===== src/design/htd_pkg.sv =====
// Package for the table-driven Huffman decoder.
// Holds the request and result types, the node entry type and the shared constants.
// No dependencies.
`timescale 1ns / 1ps

package htd_pkg;

  localparam int HtdMaxNodes = 255;

  localparam logic [7:0] HtdLeafMark = 8'hFF;
  localparam logic [7:0] HtdEndChar  = 8'h7C;

  localparam logic HtdOpLoad   = 1'b0;
  localparam logic HtdOpDecode = 1'b1;

  typedef struct packed {
    logic       op;
    logic [7:0] node_index;
    logic [7:0] node_symbol;
    logic [7:0] node_left;
    logic [7:0] node_right;
    logic [7:0] code_byte;
  } htd_in_t;

  typedef struct packed {
    logic [7:0] symbol;
    logic       end_mark;
    logic       last;
  } htd_out_t;

  typedef struct packed {
    logic [7:0] symbol;
    logic [7:0] left;
    logic [7:0] right;
  } htd_entry_t;

  typedef struct packed {
    logic     valid;
    htd_out_t data;
  } htd_push_t;

  localparam int HtdEntryW = $bits(htd_entry_t);

endpackage


===== src/design/htd_walk.sv =====
// Tree walker for the Huffman decoder: table loads, one table read per code bit,
// pending-result holding for the last flag. Depends on htd_pkg and an external htd_ram.
`timescale 1ns / 1ps

module htd_walk #(
  parameter int MaxNodes = htd_pkg::HtdMaxNodes
) (
  input  logic                        clk_i,
  input  logic                        rst_ni,
  input  logic                        in_valid_i,
  input  htd_pkg::htd_in_t            in_req_i,
  output logic                        in_stall_o,
  input  logic [7:0]                  root_i,
  output logic                        ram_we_o,
  output logic [$clog2(MaxNodes)-1:0] ram_waddr_o,
  output logic [htd_pkg::HtdEntryW-1:0] ram_wdata_o,
  output logic                        ram_re_o,
  output logic [$clog2(MaxNodes)-1:0] ram_raddr_o,
  input  logic [htd_pkg::HtdEntryW-1:0] ram_rdata_i,
  output htd_pkg::htd_push_t          push_o,
  input  logic                        out_free_i
);

  import htd_pkg::*;

  localparam int AddrW = $clog2(MaxNodes);

  localparam logic [2:0] StIdle  = 3'd0;
  localparam logic [2:0] StRoot  = 3'd1;
  localparam logic [2:0] StFetch = 3'd2;
  localparam logic [2:0] StWalk  = 3'd3;
  localparam logic [2:0] StFlush = 3'd4;

  logic [2:0]  state_q, state_d;
  logic [7:0]  byte_q, byte_d;
  logic [2:0]  bit_cnt_q, bit_cnt_d;
  htd_entry_t  root_ent_q, root_ent_d;
  logic [7:0]  child_q, child_d;
  logic        oor_q, oor_d;
  logic [7:0]  walk_q, walk_d;
  logic        at_root_q, at_root_d;
  logic        pend_valid_q, pend_valid_d;
  logic [7:0]  pend_sym_q, pend_sym_d;
  logic        pend_end_q, pend_end_d;

  htd_entry_t  rd_ent;
  htd_entry_t  next_ent;
  htd_entry_t  here;
  logic        step;
  logic        leaf;
  logic        term;
  logic        go;
  logic [7:0]  child;
  logic        child_oor;
  logic        accept;

  assign rd_ent     = htd_entry_t'(ram_rdata_i);
  assign next_ent   = oor_q ? htd_entry_t'('0) : rd_ent;
  assign leaf       = (next_ent.left == HtdLeafMark) && (next_ent.right == HtdLeafMark);
  assign term       = (next_ent.symbol == HtdEndChar);
  assign go         = !(leaf && pend_valid_q) || out_free_i;
  assign in_stall_o = (state_q != StIdle);
  assign accept     = in_valid_i && !in_stall_o;

  assign ram_we_o    = accept && (in_req_i.op == HtdOpLoad) &&
                       (32'(in_req_i.node_index) < MaxNodes);
  assign ram_waddr_o = in_req_i.node_index[AddrW-1:0];
  assign ram_wdata_o = {in_req_i.node_symbol, in_req_i.node_left, in_req_i.node_right};

  always_comb begin
    state_d      = state_q;
    byte_d       = byte_q;
    bit_cnt_d    = bit_cnt_q;
    root_ent_d   = root_ent_q;
    child_d      = child_q;
    oor_d        = oor_q;
    walk_d       = walk_q;
    at_root_d    = at_root_q;
    pend_valid_d = pend_valid_q;
    pend_sym_d   = pend_sym_q;
    pend_end_d   = pend_end_q;
    ram_re_o     = 1'b0;
    ram_raddr_o  = root_i[AddrW-1:0];
    push_o       = '0;
    here         = rd_ent;
    step         = 1'b0;

    case (state_q)
      StIdle: begin
        if (accept && (in_req_i.op == HtdOpDecode)) begin
          ram_re_o     = 1'b1;
          ram_raddr_o  = root_i[AddrW-1:0];
          byte_d       = in_req_i.code_byte;
          bit_cnt_d    = '0;
          pend_valid_d = 1'b0;
          oor_d        = 1'b0;
          state_d      = StRoot;
        end
      end
      StRoot: begin
        root_ent_d = rd_ent;
        if (at_root_q) begin
          here    = rd_ent;
          step    = 1'b1;
          state_d = StWalk;
        end else begin
          oor_d       = (32'(walk_q) >= MaxNodes);
          ram_re_o    = (32'(walk_q) < MaxNodes);
          ram_raddr_o = walk_q[AddrW-1:0];
          state_d     = StFetch;
        end
      end
      StFetch: begin
        here    = next_ent;
        step    = 1'b1;
        state_d = StWalk;
      end
      StWalk: begin
        if (go) begin
          bit_cnt_d = bit_cnt_q + 3'd1;
          if (leaf) begin
            if (pend_valid_q) begin
              push_o.valid         = 1'b1;
              push_o.data.symbol   = pend_sym_q;
              push_o.data.end_mark = pend_end_q;
              push_o.data.last     = 1'b0;
            end
            pend_valid_d = 1'b1;
            pend_sym_d   = term ? 8'd0 : next_ent.symbol;
            pend_end_d   = term;
            if (term || (bit_cnt_q == 3'd7)) begin
              walk_d    = root_i;
              at_root_d = 1'b1;
              state_d   = StFlush;
            end else begin
              here = root_ent_q;
              step = 1'b1;
            end
          end else if (bit_cnt_q == 3'd7) begin
            walk_d    = child_q;
            at_root_d = (child_q == root_i);
            state_d   = StFlush;
          end else begin
            here = next_ent;
            step = 1'b1;
          end
        end
      end
      StFlush: begin
        if (!pend_valid_q) begin
          state_d = StIdle;
        end else if (out_free_i) begin
          push_o.valid         = 1'b1;
          push_o.data.symbol   = pend_sym_q;
          push_o.data.end_mark = pend_end_q;
          push_o.data.last     = 1'b1;
          pend_valid_d         = 1'b0;
          state_d              = StIdle;
        end
      end
      default: begin
        state_d = StIdle;
      end
    endcase

    child     = byte_q[7] ? here.right : here.left;
    child_oor = (32'(child) >= MaxNodes);

    if (step) begin
      ram_re_o    = !child_oor;
      ram_raddr_o = child[AddrW-1:0];
      child_d     = child;
      oor_d       = child_oor;
      byte_d      = {byte_q[6:0], 1'b0};
    end
  end

  always_ff @(posedge clk_i or negedge rst_ni) begin
    if (!rst_ni) begin
      state_q      <= StIdle;
      walk_q       <= '0;
      at_root_q    <= 1'b1;
      pend_valid_q <= 1'b0;
      bit_cnt_q    <= '0;
    end else begin
      state_q      <= state_d;
      walk_q       <= walk_d;
      at_root_q    <= at_root_d;
      pend_valid_q <= pend_valid_d;
      bit_cnt_q    <= bit_cnt_d;
    end
  end

  always_ff @(posedge clk_i) begin
    byte_q     <= byte_d;
    root_ent_q <= root_ent_d;
    child_q    <= child_d;
    oor_q      <= oor_d;
    pend_sym_q <= pend_sym_d;
    pend_end_q <= pend_end_d;
  end

endmodule


===== config.mk =====
export PLATFORM = sky130hd
export DESIGN_NAME = htd_walk
export DESIGN_NICKNAME = d
export VERILOG_FILES = /design/src/design/htd_pkg.sv /design/src/design/htd_walk.sv
export SDC_FILE = /design/constraint.sdc
export NUM_CORES = 1
export LEC_CHECK = 0
export BUFFER_PORTS_ARGS = -buffer_cell sky130_fd_sc_hd__buf_4
export CAP_MARGIN = 10
export CORE_MARGIN = 2
export CORE_UTILIZATION = 49
export DETAILED_ROUTE_END_ITERATION = 10
export PLACE_DENSITY = 0.79
export SYNTH_ARGS = -nofsm -noshare
export SYNTH_HDL_FRONTEND = slang
export SYNTH_SLANG_ARGS = --single-unit

===== constraint.sdc =====
create_clock -name clk_i -period 7.2 [get_ports clk_i]
set_clock_uncertainty 0.1 [all_clocks]
set_input_delay 1.08 -clock clk_i [delete_from_list [all_inputs] [get_ports clk_i]]
set_output_delay 1.08 -clock clk_i [all_outputs]
set_load 0.01 [all_outputs]

==> impl_summary.md <==
Setup path
The reg-to-reg endpoint is byte_q[1]. The startpoint of the lowest-slack register-to-register path is oor_q. On the critical path the largest part of the delay comes from simple AND/OR/NAND/NOR gates.

STA puts the critical path data arrival time at 3.98 ns. Of all nets on the critical path, the largest fanout is 34. By startpoint and endpoint, the worst setup path is classified as in -> out.

For flop-to-flop paths, the worst setup slack is 3.60 ns. In this design, the stage delay of the slowest critical-path cell is roughly 0.67 ns. For the worst setup path, the data required time is 6.02 ns.

The number of buffers and inverters on the critical path is 3. Traced cell by cell, the critical path runs through buf_4, nand4_1, or3_1, nor2_1, a21oi_1, a311oi_2, inv_2, a211oi_1, a21oi_1, buf_4. The critical path capture point type is a primary output. The worst reg-to-reg path cell count is 7.

The slowest cell on the critical path is nor2_1. The kind of start point of the critical path is an input port.

Final layout
The number of nets in the final layout is around 500. The proportion of layout cells with a drive suffix above 1 is a little over a quarter. The share of the core filled with cells in the final layout is ~59%. From synthesis to final layout, the design area changed by 19.2%. The count of antenna diodes in the layout is 0.

Synth
The number of flops mapped to enable cells by yosys is 41. The distinct cell type count after synthesis is between 50 and 60. In this run, synthesis produced a sequential element count of 58. The cell area after synthesis is between 3000 and 4000 um^2. The number of warnings issued by yosys is 0. Sorting the synthesized cells by area gives the leading types as edfxtp_1 (35%), dfrtp_1 (11%), buf_4 (6.8%), nand2_1 (5.0%), mux2i_1 (4.2%). The number of nets in the synthesized netlist is between 400 and 500. The proportion of synthesized chip area in sequential cells is between 40 and 50%.

The average cell area after synthesis is ~9.7 um^2. The post-synthesis instance total is ~370. The share of async-settable or async-resettable flops after synthesis is about 28%.

The synthesized design spends more area on one cell type than any other, namely edfxtp_1. In the synthesized netlist the dominant register cell turns out to be edfxtp_1. The proportion of netlist area held by the largest area contributor is approximately 35%.

Pwr
The leakage power figure is roughly 1.8 nW. The worst-case IR drop observed on VDD is 0.000191 V. The total power density per cell area is slightly below 400 nW/um^2.

Run
Across the run, the number of max-cap violations was 0.

Clock tree
The cell sitting at the root of the clock tree is a clkbuf_8. The H-tree was split into 3 levels. The later pin in the worst-skew pair is clocked with a latency of ~0.35 ns.

After clock tree synthesis, the clock-pin slew on the worst setup and hold paths is 0.07 ns. The count of hold-fix buffers inserted at cts is 0. The number of post-CTS setup repair buffers is 0. The count of instances resized after the clock tree is built is 0.

For this design, the sink count on the clock tree is 58. TritonCTS built the clock tree. The clock passes through at most 2 buffers. Clock tree synthesis inserted a total of 9 buffers.

Timing
Hold timing on the final database bottoms out at a slack of between 0.3 and 0.4 ns. Setup repair after global routing left no endpoint under its margin. The worst path uses around 70% of the clock period. Summed over all failing endpoints, the final setup total negative slack is 0 ns. Counting I/O delays and the setup requirement, the final critical path takes between 5 and 6 ns. The number of pins exceeding their max-slew limit in the final report is 0. For the pin with the worst max-slew slack, the measured transition is around 0.96 ns. The worst path setup slack after routing is approximately 2 ns. The final hold violation count is 0. The highest clock rate is approximately 190 MHz. The worst relative slew slack is 35.6%. Setup violations remaining at the end of the flow were counted as 0.

Hold path
For hold timing, the worst endpoint is byte_q[0]. The worst hold path passes through 2 cells. The worst hold path begins at byte_q[0]. The tightest min-delay check is of the reg -> reg type.

Route
For this run, design rule violations remaining after detail routing come to 0. The number of iterations in the first detailed-routing pass is 5. After the first detailed-routing iteration, the DRC count stood at about 210. The via density per instance is between 5 and 6. In the final routed layout, each cell accounts on average for around 18 um. The total detailed-routing wirelength is 9150 um.

Summing over every cut layer, the via total after detailed routing is approximately 3000. The number of nets with antenna violations after detailed routing is 0.

Placement
Port buffering added between 80 and 90 buffers. The HPWL after detailed placement is between 6000 and 7000 um. Prior to clock tree synthesis, the placed netlist has a worst setup slack of about 2.1 ns. The final estimated routing congestion in global placement is about 0.97.

Floorplan
The die extent in x is roughly 89 um. Once the floorplan was initialized, standard cells occupied approximately half of the core. The placement row count is 31.

The number of top-level design ports is 131. The core area is just over 7000 um^2. The overall die area is around 7900 um^2. The die is 89.2 um tall.

Global route
Global routing used roughly a quarter of the available tracks across all layers. The number of antenna violations at the first check in global routing was 0. The pin count of the biggest net entering global routing is 35. The number of global-route vias before repair was 2798. The remaining global-route overflow is 0. The first global-routing pass estimated roughly 14000 um of wire.

Status
The run finished with clean final reports.
[power breakdown]
part           switching [W]  internal [W]
Sequential          0.000101      0.000514
Combinational       0.000404      0.000296
Clock               0.000135      0.000203
Total               0.000640       0.00101
[Yosys cell counts (9+ instances only)]
master and number:
a21oi_1 20, edfxtp_1 41, o21ai_0 17, a22o_1 9, dfrtp_1 15, nor2_1 29, and2_1 13, nand2_1 47
mux2i_1 15, buf_4 32, a31oi_1 10
[worst min-delay path, cell delays in order, from the launching register on]
cell     delay [ns]
dfxtp_1        0.32
nand2_1        0.06
a21oi_1        0.06
[state kept, by name, summed over array words and instances, names as in the netlist]
name and cells:
at_root_q 1, bit_cnt_q 3, byte_q 8, child_q 8, oor_q 1, pend_end_q 1
pend_sym_q 8, pend_valid_q 1, root_ent_q 16, state_q 3, walk_q 8
[metrics by stage]
step	instances	instance area (um^2)	total power, W
after floorplan	366	3550	0.00108
after global placement	505	4020	0.00129
after detailed placement	505	4020	0.00131
after CTS	521	4240	0.00165
after global routing	521	4240	0.00176
final	521	4240	0.00165
[cells in the final DEF, fill, tap and decap left out, types with 9 or more instances in the layout]
cell type and n:
clkbuf_8 10, o21ai_0 17, mux2i_1 15, buf_4 83
dfrtp_1 15, nor2_1 29, and2_1 13, a22o_1 9
nand2_1 47, edfxtp_1 41, a31oi_1 10, a21oi_1 20
[worst max path at each step]
stage	slack (ns)	cells past startpoint	startpoint	to
floorplan	3.02	8	ram_rdata_i[1]	ram_re_o
global placement	2.23	10	ram_rdata_i[1]	ram_raddr_o[5]
detailed placement	2.09	10	ram_rdata_i[1]	ram_raddr_o[5]
CTS	2.07	10	ram_rdata_i[1]	ram_raddr_o[5]
global route	1.80	10	ram_rdata_i[1]	ram_raddr_o[5]
finish	2.04	10	ram_rdata_i[1]	ram_raddr_o[5]
[metal layers]
metal	routed length, um	GRT usage, %	vias up	share of wire (%)
li1	-	-	1422	-
met1	3650	30.5	1456	40
met2	4490	38.5	166	49
met3	834	7.02	15	9.1
met4	188	9.36	0	2.1
met5	0	0	-	0
[cell families (layout without fill, tap and decap cells)]
kind of cell    Yosys count  in the layout  synth area share [%]
simple gates            141            141                  20.1
compound gates           85             85                  16.2
flops                    58             58                  46.5
buf+inv                  53            109                  9.05
mux                      19             19                  5.49
xor+xnor                  8              8                  1.97
fa+ha+maj                 2              2                 0.704
[area by class of cell]
type	instances	area, um^2
clock inverter	5	77.6
timing repair buffer	83	623
sequential	58	1650
clock buffer	11	141
inverter	10	37.5
tap	99	124
fill	649	2900
multi-input combinational	255	1580
(Power assumes the default switching activity.)
