## src/design/htd_ram.sv

```systemverilog
// Generic single-write, single-read synchronous RAM with a registered read port.
// Read data changes only on a read enable. No dependencies.
`timescale 1ns / 1ps

module htd_ram #(
  parameter int Width = 8,
  parameter int Depth = 2
) (
  input  logic                     clk_i,
  input  logic                     we_i,
  input  logic [$clog2(Depth)-1:0] waddr_i,
  input  logic [Width-1:0]         wdata_i,
  input  logic                     re_i,
  input  logic [$clog2(Depth)-1:0] raddr_i,
  output logic [Width-1:0]         rdata_o
);

  logic [Width-1:0] mem_q [Depth];
  logic [Width-1:0] rdata_q;

  always_ff @(posedge clk_i) begin
    if (we_i) begin
      mem_q[waddr_i] <= wdata_i;
    end
    if (re_i) begin
      rdata_q <= mem_q[raddr_i];
    end
  end

  assign rdata_o = rdata_q;

endmodule

```

## config.mk

```make
export PLATFORM = sky130hd
export DESIGN_NAME = htd_ram
export DESIGN_NICKNAME = d
export VERILOG_FILES = /design/src/design/htd_ram.sv
export SDC_FILE = /design/constraint.sdc
export NUM_CORES = 1
export LEC_CHECK = 0
export BUFFER_PORTS_ARGS = -buffer_cell sky130_fd_sc_hd__clkbuf_2
export CAP_MARGIN = 15
export CORE_ASPECT_RATIO = 0.75
export CORE_MARGIN = 2
export CORE_UTILIZATION = 45
export DETAILED_ROUTE_END_ITERATION = 16
export PLACE_DENSITY = 0.71
export SETUP_SLACK_MARGIN = 0.05
export SLEW_MARGIN = 40
export SYNTH_ARGS = -nofsm -noshare
export SYNTH_HDL_FRONTEND = slang
export SYNTH_SLANG_ARGS = --single-unit
```

## constraint.sdc

```tcl
create_clock -name clk_i -period 2.07 [get_ports clk_i]
set_input_delay 0.207 -clock clk_i [delete_from_list [all_inputs] [get_ports clk_i]]
set_output_delay 0.207 -clock clk_i [all_outputs]
set_load 0.03 [all_outputs]
```

==> results.py, run 1 <==
metrics = {
    "power": {
        "combPwrFrac": 0.098,
        "leakage_uw": 0.000397,
        "sw_frac_of_total": 0.212,
        "ir_worst_vdd_uv": 682,
        "power.switching_uw": 183,
        "power_frac_clock": 0.229,
        "pwr-share-seq": 0.674,
        "powerDensity_nw_per_um2": 857,
        "p_int_uw": 681,
    },
    "synth": {
        "synth_edf_count": 24,
        "synth_cell_types": 5,
        "synth_seq_area_share": 0.834,
        "synth.largest_area_cell": "edfxtp_1",
        "synthTopCellsByArea": "edfxtp_1 83%, mux2_4 14%, buf_6 1.3%",
        "async_reset_ff_frac": 0,
        "syn_nets": 48,
        "ys_ff_latch": 24,
        "synth.avg_cell_area_um2": 24.7,
        "yosysTopAreaCellShare": 0.834,
        "yosys_warnings": 0,
        "synthFlopType": "edfxtp_1",
        "yosysMostFrequentCell": "edfxtp_1",
        "netlist_area_um2": 865,
        "synthTopCellsByCount": "24 x edfxtp_1, 8 x mux2_4, 1 x and2_1, 1 x buf_6, 1 x nor2b_1",
        "synth_cells": 35,
    },
    "timing": {
        "hold_viol": 0,
        "grt_setup_unrepaired": "false",
        "holdWs_ps": 86.5,
        "setup_viol": 0,
        "finClkSkew_ps": 1.12,
        "drv_slew": 0,
        "slew_headroom": 0.528,
        "min_period_over_period": 0.527,
        "fmaxAchievable_ghz": 0.916,
        "tightest_slew_ps": 707,
        "setup_slack_ps": 978,
        "period_needed_ps": 1090,
        "fin_setup_tns_ps": 0,
    },
    "die": {
        "start_util": 0.488,
        "io_pins": 21,
        "coreArea_um2": 1770,
        "num_rows": 13,
        "dieHeight_um": 42.0,
        "die_area_um2": 2290,
        "die_w_um": 54.6,
    },
    "clocking": {
        "cts_resized": 0,
        "path_clk_slew_ps": 120,
        "cts_tree": "built",
        "postCtsHoldBufs": 0,
        "clock-sinks": 24,
        "root_buffer": "clkbuf_4",
        "insertion_delay_ps": 300,
        "cts_buffers": 3,
        "clockBufferDepth": 2,
        "post_cts.repair.setup_buffers": 0,
        "htreeDepth": 1,
    },
    "route": {
        "vias": 370,
        "viasPerCell": 4.63,
        "routed.top_layer": "met3",
        "wl_met1_um": 437,
        "drtIter0Drc": 6,
        "met2_length_um": 490,
        "drc_errors": 0,
        "wl_per_cell_um": 12.6,
        "met3_length_um": 82,
        "final_antenna_net_count": 0,
        "detailedRoute.firstPassIterationCount": 2,
        "routed_wl_mm": 1.01,
    },
    "run_status": {
        "status": "completed",
    },
    "worst_setup_path": {
        "crit_required_ps": 1860,
        "crit_arrival_ps": 880,
        "cpPeakStageDelay_ps": 390,
        "critPathMaxFanout": 1,
        "cp-start-kind": "flip-flop",
        "cp_num_buf_inv": 1,
        "end_kind": "primary output",
        "path_class": "flip-flop to primary output",
        "cp_top_family": "flip-flops",
        "cp_slowest_cell": "edfxtp_1",
        "crit_chain": "clkbuf_2",
    },
    "place": {
        "port_buffers": 20,
        "post-place-ws_ps": 827,
        "gp_congestion": 0.680,
    },
    "layout": {
        "area_delta_synth_final_pct": 16.5,
        "multi_input_area_um2": 133,
        "seq_area_um2": 721,
        "drive_gt1_frac": 0.534,
        "fin_util": 0.568,
        "diodes": 0,
        "layout.nets": 72,
        "fillCellCount": 137,
    },
    "flow_run": {
        "cap_violations": 0,
    },
    "grt": {
        "grt_antenna_before_repair": 0,
        "grt_max_degree": 14,
        "grtUsageTotal": 0.107,
        "grt_pass1_wl_mm": 1.64,
        "grt_pass1_vias": 381,
        "grt-ovfl-total": 0,
    },
    "worst_hold_path": {
        "hold_class": "input port to flip-flop",
    },
}
==> registers in the layout, summed over array words and instances (netlist names) <==
signal / cells
mem_q: 16
rdata_o: 8
==> area by class of cell <==
cell class / count / share of cell area
repair buffers: 20 / 0.0994
clock inverters: 1 / 0.00373
well taps: 22 / 0.0273
multi-input cells: 10 / 0.132
flip-flops and latches: 24 / 0.716
clock buffers: 3 / 0.0224
==> path summary, 6_finish.rpt <==
path	start	end	slack [ps]	cells after the start
setup / recovery	rdata_o[2]	rdata_o[2]	980	1
hold / removal	wdata_i[5]	mem_q[0][5]	90	1
setup reg to reg	mem_q[0][6]	rdata_o[6]	1170	1
hold reg to reg	mem_q[0][4]	rdata_o[4]	560	1
==> power groups by stage <==
stage          sequential [µW]  clock [µW]  combinational, µW
2_1_floorplan              616           0               33.2
3_3_place_gp               592           0               84.3
3_5_place_dp               594           0               85.7
4_1_cts                    582         205               85.7
5_1_grt                    585         229               91.0
6_report                   582         198               84.3
==> through the flow <==
| step | cells | area, µm² | total power, µW |
|---|---|---|---|
| final | 80 | 1010 | 863 |
| after global routing | 80 | 1010 | 905 |
| after CTS | 80 | 1010 | 873 |
| after detailed placement | 76 | 981 | 679 |
| after global placement | 76 | 981 | 676 |
| after floorplan | 35 | 865 | 649 |
==> layout by cell type (no fill, tap or decap), drive strengths merged <==
cell type and count:
and2 1, clkbuf 23, clkinv 1, edfxtp 24, mux2 8, nor2b 1
==> logic make-up after synthesis <==
kind of cell,Yosys count,share of synthesized area
buf+inv,1,0.0130
flops,24,0.834
mux,8,0.139
simple gates,2,0.0145
==> layer usage <==
layer  GRT usage  up-vias
met2       0.174       18
met4      0.0300        0
met1       0.113      168
met3      0.0683        0
met5           0        -
li1            -      184
Note: power is estimated with default switching activity, not from simulation.
==> run 2, diff against run 1 <==
Settings changed: ABC_AREA set to 1, CORE_UTILIZATION 45 to 44, PLACE_DENSITY 0.71 to 0.73.
Clock period 2.07 ns to 0.9 ns, I/O delays scaled along.
==> results.py, run 2 <==
metrics = {
    "route": {
        "drc_errors": 0,
        "routed_wl_mm": 1.26,
        "drtIter0Drc": 4,
        "wl_per_cell_um": 11.6,
        "met3_length_um": 65,
        "vias": 503,
        "viasPerCell": 4.66,
        "final_antenna_net_count": 0,
        "wl_met1_um": 554,
        "met2_length_um": 623,
        "routed.top_layer": "met4",
        "detailedRoute.firstPassIterationCount": 4,
    },
    "synth": {
        "async_reset_ff_frac": 0,
        "ys_ff_latch": 24,
        "netlist_area_um2": 841,
        "synth_edf_count": 24,
        "yosys_warnings": 0,
        "synth_cell_types": 6,
        "synth.largest_area_cell": "edfxtp_1",
        "synth_cells": 54,
        "syn_nets": 67,
        "synth_seq_area_share": 0.857,
        "yosysMostFrequentCell": "nand2_1",
        "synthTopCellsByCount": "25 x nand2_1, 24 x edfxtp_1, 2 x inv_1",
        "synth.avg_cell_area_um2": 15.6,
        "yosysTopAreaCellShare": 0.857,
        "synthFlopType": "edfxtp_1",
        "synthTopCellsByArea": "edfxtp_1 86%, nand2_1 11%, buf_6 1.3%",
    },
    "grt": {
        "grt_pass1_vias": 455,
        "grt_max_degree": 14,
        "grt_antenna_before_repair": 0,
        "grt_pass1_wl_mm": 1.89,
        "grt-ovfl-total": 0,
        "grtUsageTotal": 0.123,
    },
    "worst_setup_path": {
        "path_depth": 1,
        "cp-start-kind": "flip-flop",
        "crit_required_ps": 810,
        "reg2regPathDepth": 2,
        "cp_num_buf_inv": 1,
        "crit_chain": "clkbuf_8",
        "critPathMaxFanout": 1,
        "timing.rr.start": "mem_q[0][4]",
        "cpPeakStageDelay_ps": 400,
        "cp_slowest_cell": "edfxtp_1",
        "cp-endpoint": "rdata_o[7]",
        "rrSetupSlack_ps": 140,
        "r2r-end": "rdata_o[4]",
        "path_class": "flip-flop to primary output",
        "end_kind": "primary output",
        "cp_top_family": "flip-flops",
        "startpoint": "rdata_o[7]",
        "crit_arrival_ps": 880,
    },
    "clocking": {
        "cts_tree": "built",
        "cts_buffers": 3,
        "htreeDepth": 1,
        "clockBufferDepth": 2,
        "post_cts.repair.setup_buffers": 0,
        "root_buffer": "clkbuf_4",
        "clock-sinks": 24,
        "path_clk_slew_ps": 120,
        "insertion_delay_ps": 310,
    },
    "layout": {
        "area_delta_synth_final_pct": 35.1,
        "fin_util": 0.641,
        "final_cells": 108,
        "final_common_cell": "nand2_1",
        "layout.nets": 100,
        "largest_register_ffs": 16,
        "drive_gt1_frac": 0.291,
        "diodes": 0,
        "largest_register": "mem_q",
        "layout_common_cells": "25 x nand2_1, 24 x edfxtp_1, 12 x clkbuf_2",
        "final_area_um2": 1140,
    },
    "place": {
        "dp_cells": 96,
        "gp_congestion": 0.663,
        "port_buffers": 20,
        "dp_hpwl_um": 846,
        "place_area_um2": 965,
    },
    "worst_hold_path": {
        "hold_class": "input port to flip-flop",
    },
    "timing": {
        "setup_viol": 8,
        "setup_slack_ps": -67.6,
        "period_needed_ps": 968,
        "drv_slew": 0,
        "min_period_over_period": 1.08,
        "tightest_slew_ps": 314,
        "finClkSkew_ps": 5.47,
        "grt_setup_unrepaired": "true",
        "holdWs_ps": 120,
        "slew_headroom": 0.791,
        "fmaxAchievable_ghz": 1.03,
        "hold_viol": 0,
    },
    "run_status": {
        "status": "finished with violations",
        "violations": "negative setup slack",
    },
    "die": {
        "start_util": 0.474,
        "dieHeight_um": 41.9,
        "io_pins": 21,
        "coreArea_um2": 1770,
        "die_area_um2": 2280,
        "num_rows": 13,
        "die_w_um": 54.5,
    },
    "power": {
        "ir_worst_vdd_uv": 1120,
        "leakage_uw": 0.000480,
        "powerDensity_nw_per_um2": 1790,
    },
    "flow_run": {
        "cap_violations": 0,
    },
}
run 2: changes by cell type after synthesis, sizes merged:
cell / change
nand2: +25
and2: -1
inv: +3
nor2b: -1
mux2: -8
nor2: +1
run 2: where the power goes:
group          internal [µW]  leakage (µW)  total [µW]  switching [µW]
sequential              1320      0.000230        1340            22.7
combinational            111      0.000235         239             127
clock                    162     0.0000154         455             294
total                   1590      0.000480        2040             444
run 2: kinds of logic after synthesis:
group                  synth area share
DFF                               0.857
buffers and inverters            0.0268
and+or+nand+nor                   0.116
run 2: how the worst min path moves through the flow:
stage / slack, ps / depth (start not counted) / to / startpoint
2_1_floorplan: 190 / 0 / mem_q[0][0] / wdata_i[0]
3_3_place_gp: 280 / 1 / mem_q[0][5] / wdata_i[5]
3_5_place_dp: 280 / 1 / mem_q[0][7] / wdata_i[7]
4_1_cts: 120 / 1 / rdata_o[4] / re_i
5_1_grt: 130 / 1 / rdata_o[1] / re_i
6_report: 120 / 1 / rdata_o[1] / re_i
run 2: timing repair:
item / 4_1_cts / 5_1_grt
resized for setup: 14 / 4
pin swaps: 0 / 0
hold buffers: 8 / 0
hold endpoints to repair: 16 / 0
setup endpoints to repair: 8 / 8
run 2: worst reg2reg max path: stages, from the launching register on:
cell,delay (ps)
edfxtp_1,410
nand2_1,80
nand2_1,40
run 2: layout make-up:
type / instances / area [µm²]
Timing Repair Buffer: 29 / 253
Clock inverter: 1 / 3.75
Inverter: 3 / 11.3
Clock buffer: 3 / 22.5
Fill cell: 139 / 637
Sequential cell: 24 / 721
Multi-Input combinational cell: 26 / 97.6
Tap cell: 22 / 27.5
run 2: metal layers:
layer,up-vias,global-route usage
met1,231,0.139
met2,20,0.202
li1,250,-
met3,2,0.0540
met5,-,0
met4,0,0.0450
run 2: stage by stage:
| step | power, µW | setup TNS [ps] | worst slack [ps] |
|---|---|---|---|
| finish | 2040 | -458 | -67.6 |
| global route | 2110 | -748 | -116 |
| CTS | 2050 | -598 | -86.5 |
| detailed placement | 1540 | 0 | 64.3 |
| global placement | 1530 | 0 | 117 |
| floorplan | 1470 | 0 | 50.1 |
==> run 3, diff against run 2 <==
Settings changed: GPL_TIMING_DRIVEN set to 0, MAX_ROUTING_LAYER set to met4.
==> results.py, run 3 (synthesized netlist as in run 2, its figures left out) <==
metrics = {
    "run_status": {
        "status": "finished with violations",
        "violations": "negative setup slack",
    },
    "grt": {
        "grt_pass1_vias": 479,
        "top_usage_layer": "met2",
        "gr-usage-met2": 0.195,
        "met1_usage": 0.163,
        "grt_antenna_before_repair": 0,
        "grt_pass1_wl_mm": 2.00,
        "met3_usage": 0.0540,
        "grt_max_degree": 13,
        "grtUsageTotal": 0.132,
        "grt-ovfl-total": 0,
    },
    "place": {
        "gp_congestion": 0.648,
        "place_area_um2": 963,
        "dp_cells": 95,
        "port_buffers": 19,
    },
    "die": {
        "coreArea_um2": 1770,
        "die_w_um": 54.5,
        "start_util": 0.474,
        "die_area_um2": 2280,
        "dieHeight_um": 41.9,
        "num_rows": 13,
        "io_pins": 21,
    },
    "timing": {
        "slew_headroom": 0.700,
        "drv_slew": 0,
        "setup_slack_ps": -70.7,
        "fmaxAchievable_ghz": 1.03,
        "grt_setup_unrepaired": "true",
        "min_period_over_period": 1.08,
        "finClkSkew_ps": 10.6,
        "holdWs_ps": 95.1,
        "tightest_slew_ps": 449,
        "setup_viol": 8,
        "hold_viol": 0,
        "period_needed_ps": 971,
        "fin_setup_tns_ps": -420,
    },
    "clocking": {
        "cts_buffers": 3,
        "cts_tree": "built",
        "clockBufferDepth": 2,
        "insertion_delay_ps": 300,
        "clock-sinks": 24,
        "root_buffer": "clkbuf_4",
        "path_clk_slew_ps": 120,
        "htreeDepth": 1,
        "post_cts.repair.setup_buffers": 0,
    },
    "worst_setup_path": {
        "cpPeakStageDelay_ps": 400,
        "r2r-end": "rdata_o[0]",
        "cp-start-kind": "flip-flop",
        "path_class": "flip-flop to primary output",
        "timing.rr.start": "mem_q[1][0]",
        "end_kind": "primary output",
        "cp_top_family": "flip-flops",
        "critPathMaxFanout": 1,
        "cp_num_buf_inv": 1,
        "path_depth": 1,
        "reg2regPathDepth": 2,
        "rrSetupSlack_ps": 150,
        "crit_chain": "clkbuf_8",
        "startpoint": "rdata_o[1]",
        "cp_slowest_cell": "edfxtp_1",
        "crit_arrival_ps": 880,
        "crit_required_ps": 810,
        "cp-endpoint": "rdata_o[1]",
    },
    "power": {
        "leakage_uw": 0.000474,
        "pwr-share-seq": 0.665,
        "sw_frac_of_total": 0.214,
        "ir_worst_vdd_uv": 1410,
        "combPwrFrac": 0.119,
        "powerDensity_nw_per_um2": 1780,
        "power_frac_clock": 0.217,
        "p_int_uw": 1590,
        "power.switching_uw": 433,
    },
    "worst_hold_path": {
        "hold_depth": 3,
        "hold_class": "input port to flip-flop",
    },
    "route": {
        "viasPerCell": 4.45,
        "final_antenna_net_count": 0,
        "vias": 472,
        "drc_errors": 0,
        "drtIter0Drc": 9,
        "detailedRoute.firstPassIterationCount": 4,
        "wl_per_cell_um": 11.9,
        "routed_wl_mm": 1.26,
    },
    "layout": {
        "diodes": 0,
        "fillCellCount": 148,
        "final_cells": 106,
        "drive_gt1_frac": 0.298,
        "multi_input_area_um2": 100,
        "seq_area_um2": 721,
        "layout.nets": 99,
        "largest_register_ffs": 16,
        "final_common_cell": "nand2_1",
        "largest_register": "mem_q",
        "layout_common_cells": "25 x nand2_1, 24 x edfxtp_1, 11 x clkbuf_2",
        "area_delta_synth_final_pct": 34.5,
        "final_area_um2": 1130,
    },
    "flow_run": {
        "cap_violations": 0,
    },
}
==> run 3: area by class of cell <==
type                       instances  share of cell area
sequential                        24               0.637
timing repair buffer              27               0.210
multi-input combinational         26              0.0885
tap                               22              0.0243
clock buffer                       3              0.0199
buffer                             1             0.00996
inverter                           3             0.00996
==> run 3: through the flow <==
step	setup WS, ps	power [µW]	utilization
floorplan	50.1	1470	-
global placement	-215	1530	0.543
detailed placement	-259	1540	0.543
CTS	-72.3	2030	0.630
global route	-104	2100	0.638
finish	-70.7	2020	0.638
==> run 3: worst min path at each step <==
stage | from | to | slack [ps]
6_report | raddr_i | rdata_o[6] | 100
4_1_cts | raddr_i | rdata_o[6] | 90
3_3_place_gp | wdata_i[1] | mem_q[0][1] | 280
5_1_grt | raddr_i | rdata_o[6] | 100
2_1_floorplan | wdata_i[0] | mem_q[0][0] | 190
3_5_place_dp | wdata_i[7] | mem_q[0][7] | 280
==> run 3: what timing repair did <==
| item | CTS | global route |
|---|---|---|
| setup endpoints to repair | 8 | 16 |
| pin swaps | 0 | 0 |
| gates resized for setup | 13 | 7 |
| hold endpoints to repair | 16 | 0 |
| hold buffers | 8 | 0 |
==> run 3: routing by layer <==
layer,up-vias,routed length (µm)
li1,246,-
met1,199,573
met4,0,12
met3,2,77
met2,25,600
met5,-,0
==> run 3: power by group through the flow <==
stage / combinational (µW) / clock (µW) / sequential (µW)
finish: 239 / 437 / 1340
CTS: 232 / 456 / 1340
detailed placement: 178 / 0 / 1360
global placement: 174 / 0 / 1360
floorplan: 51.5 / 0 / 1410
global route: 263 / 495 / 1350
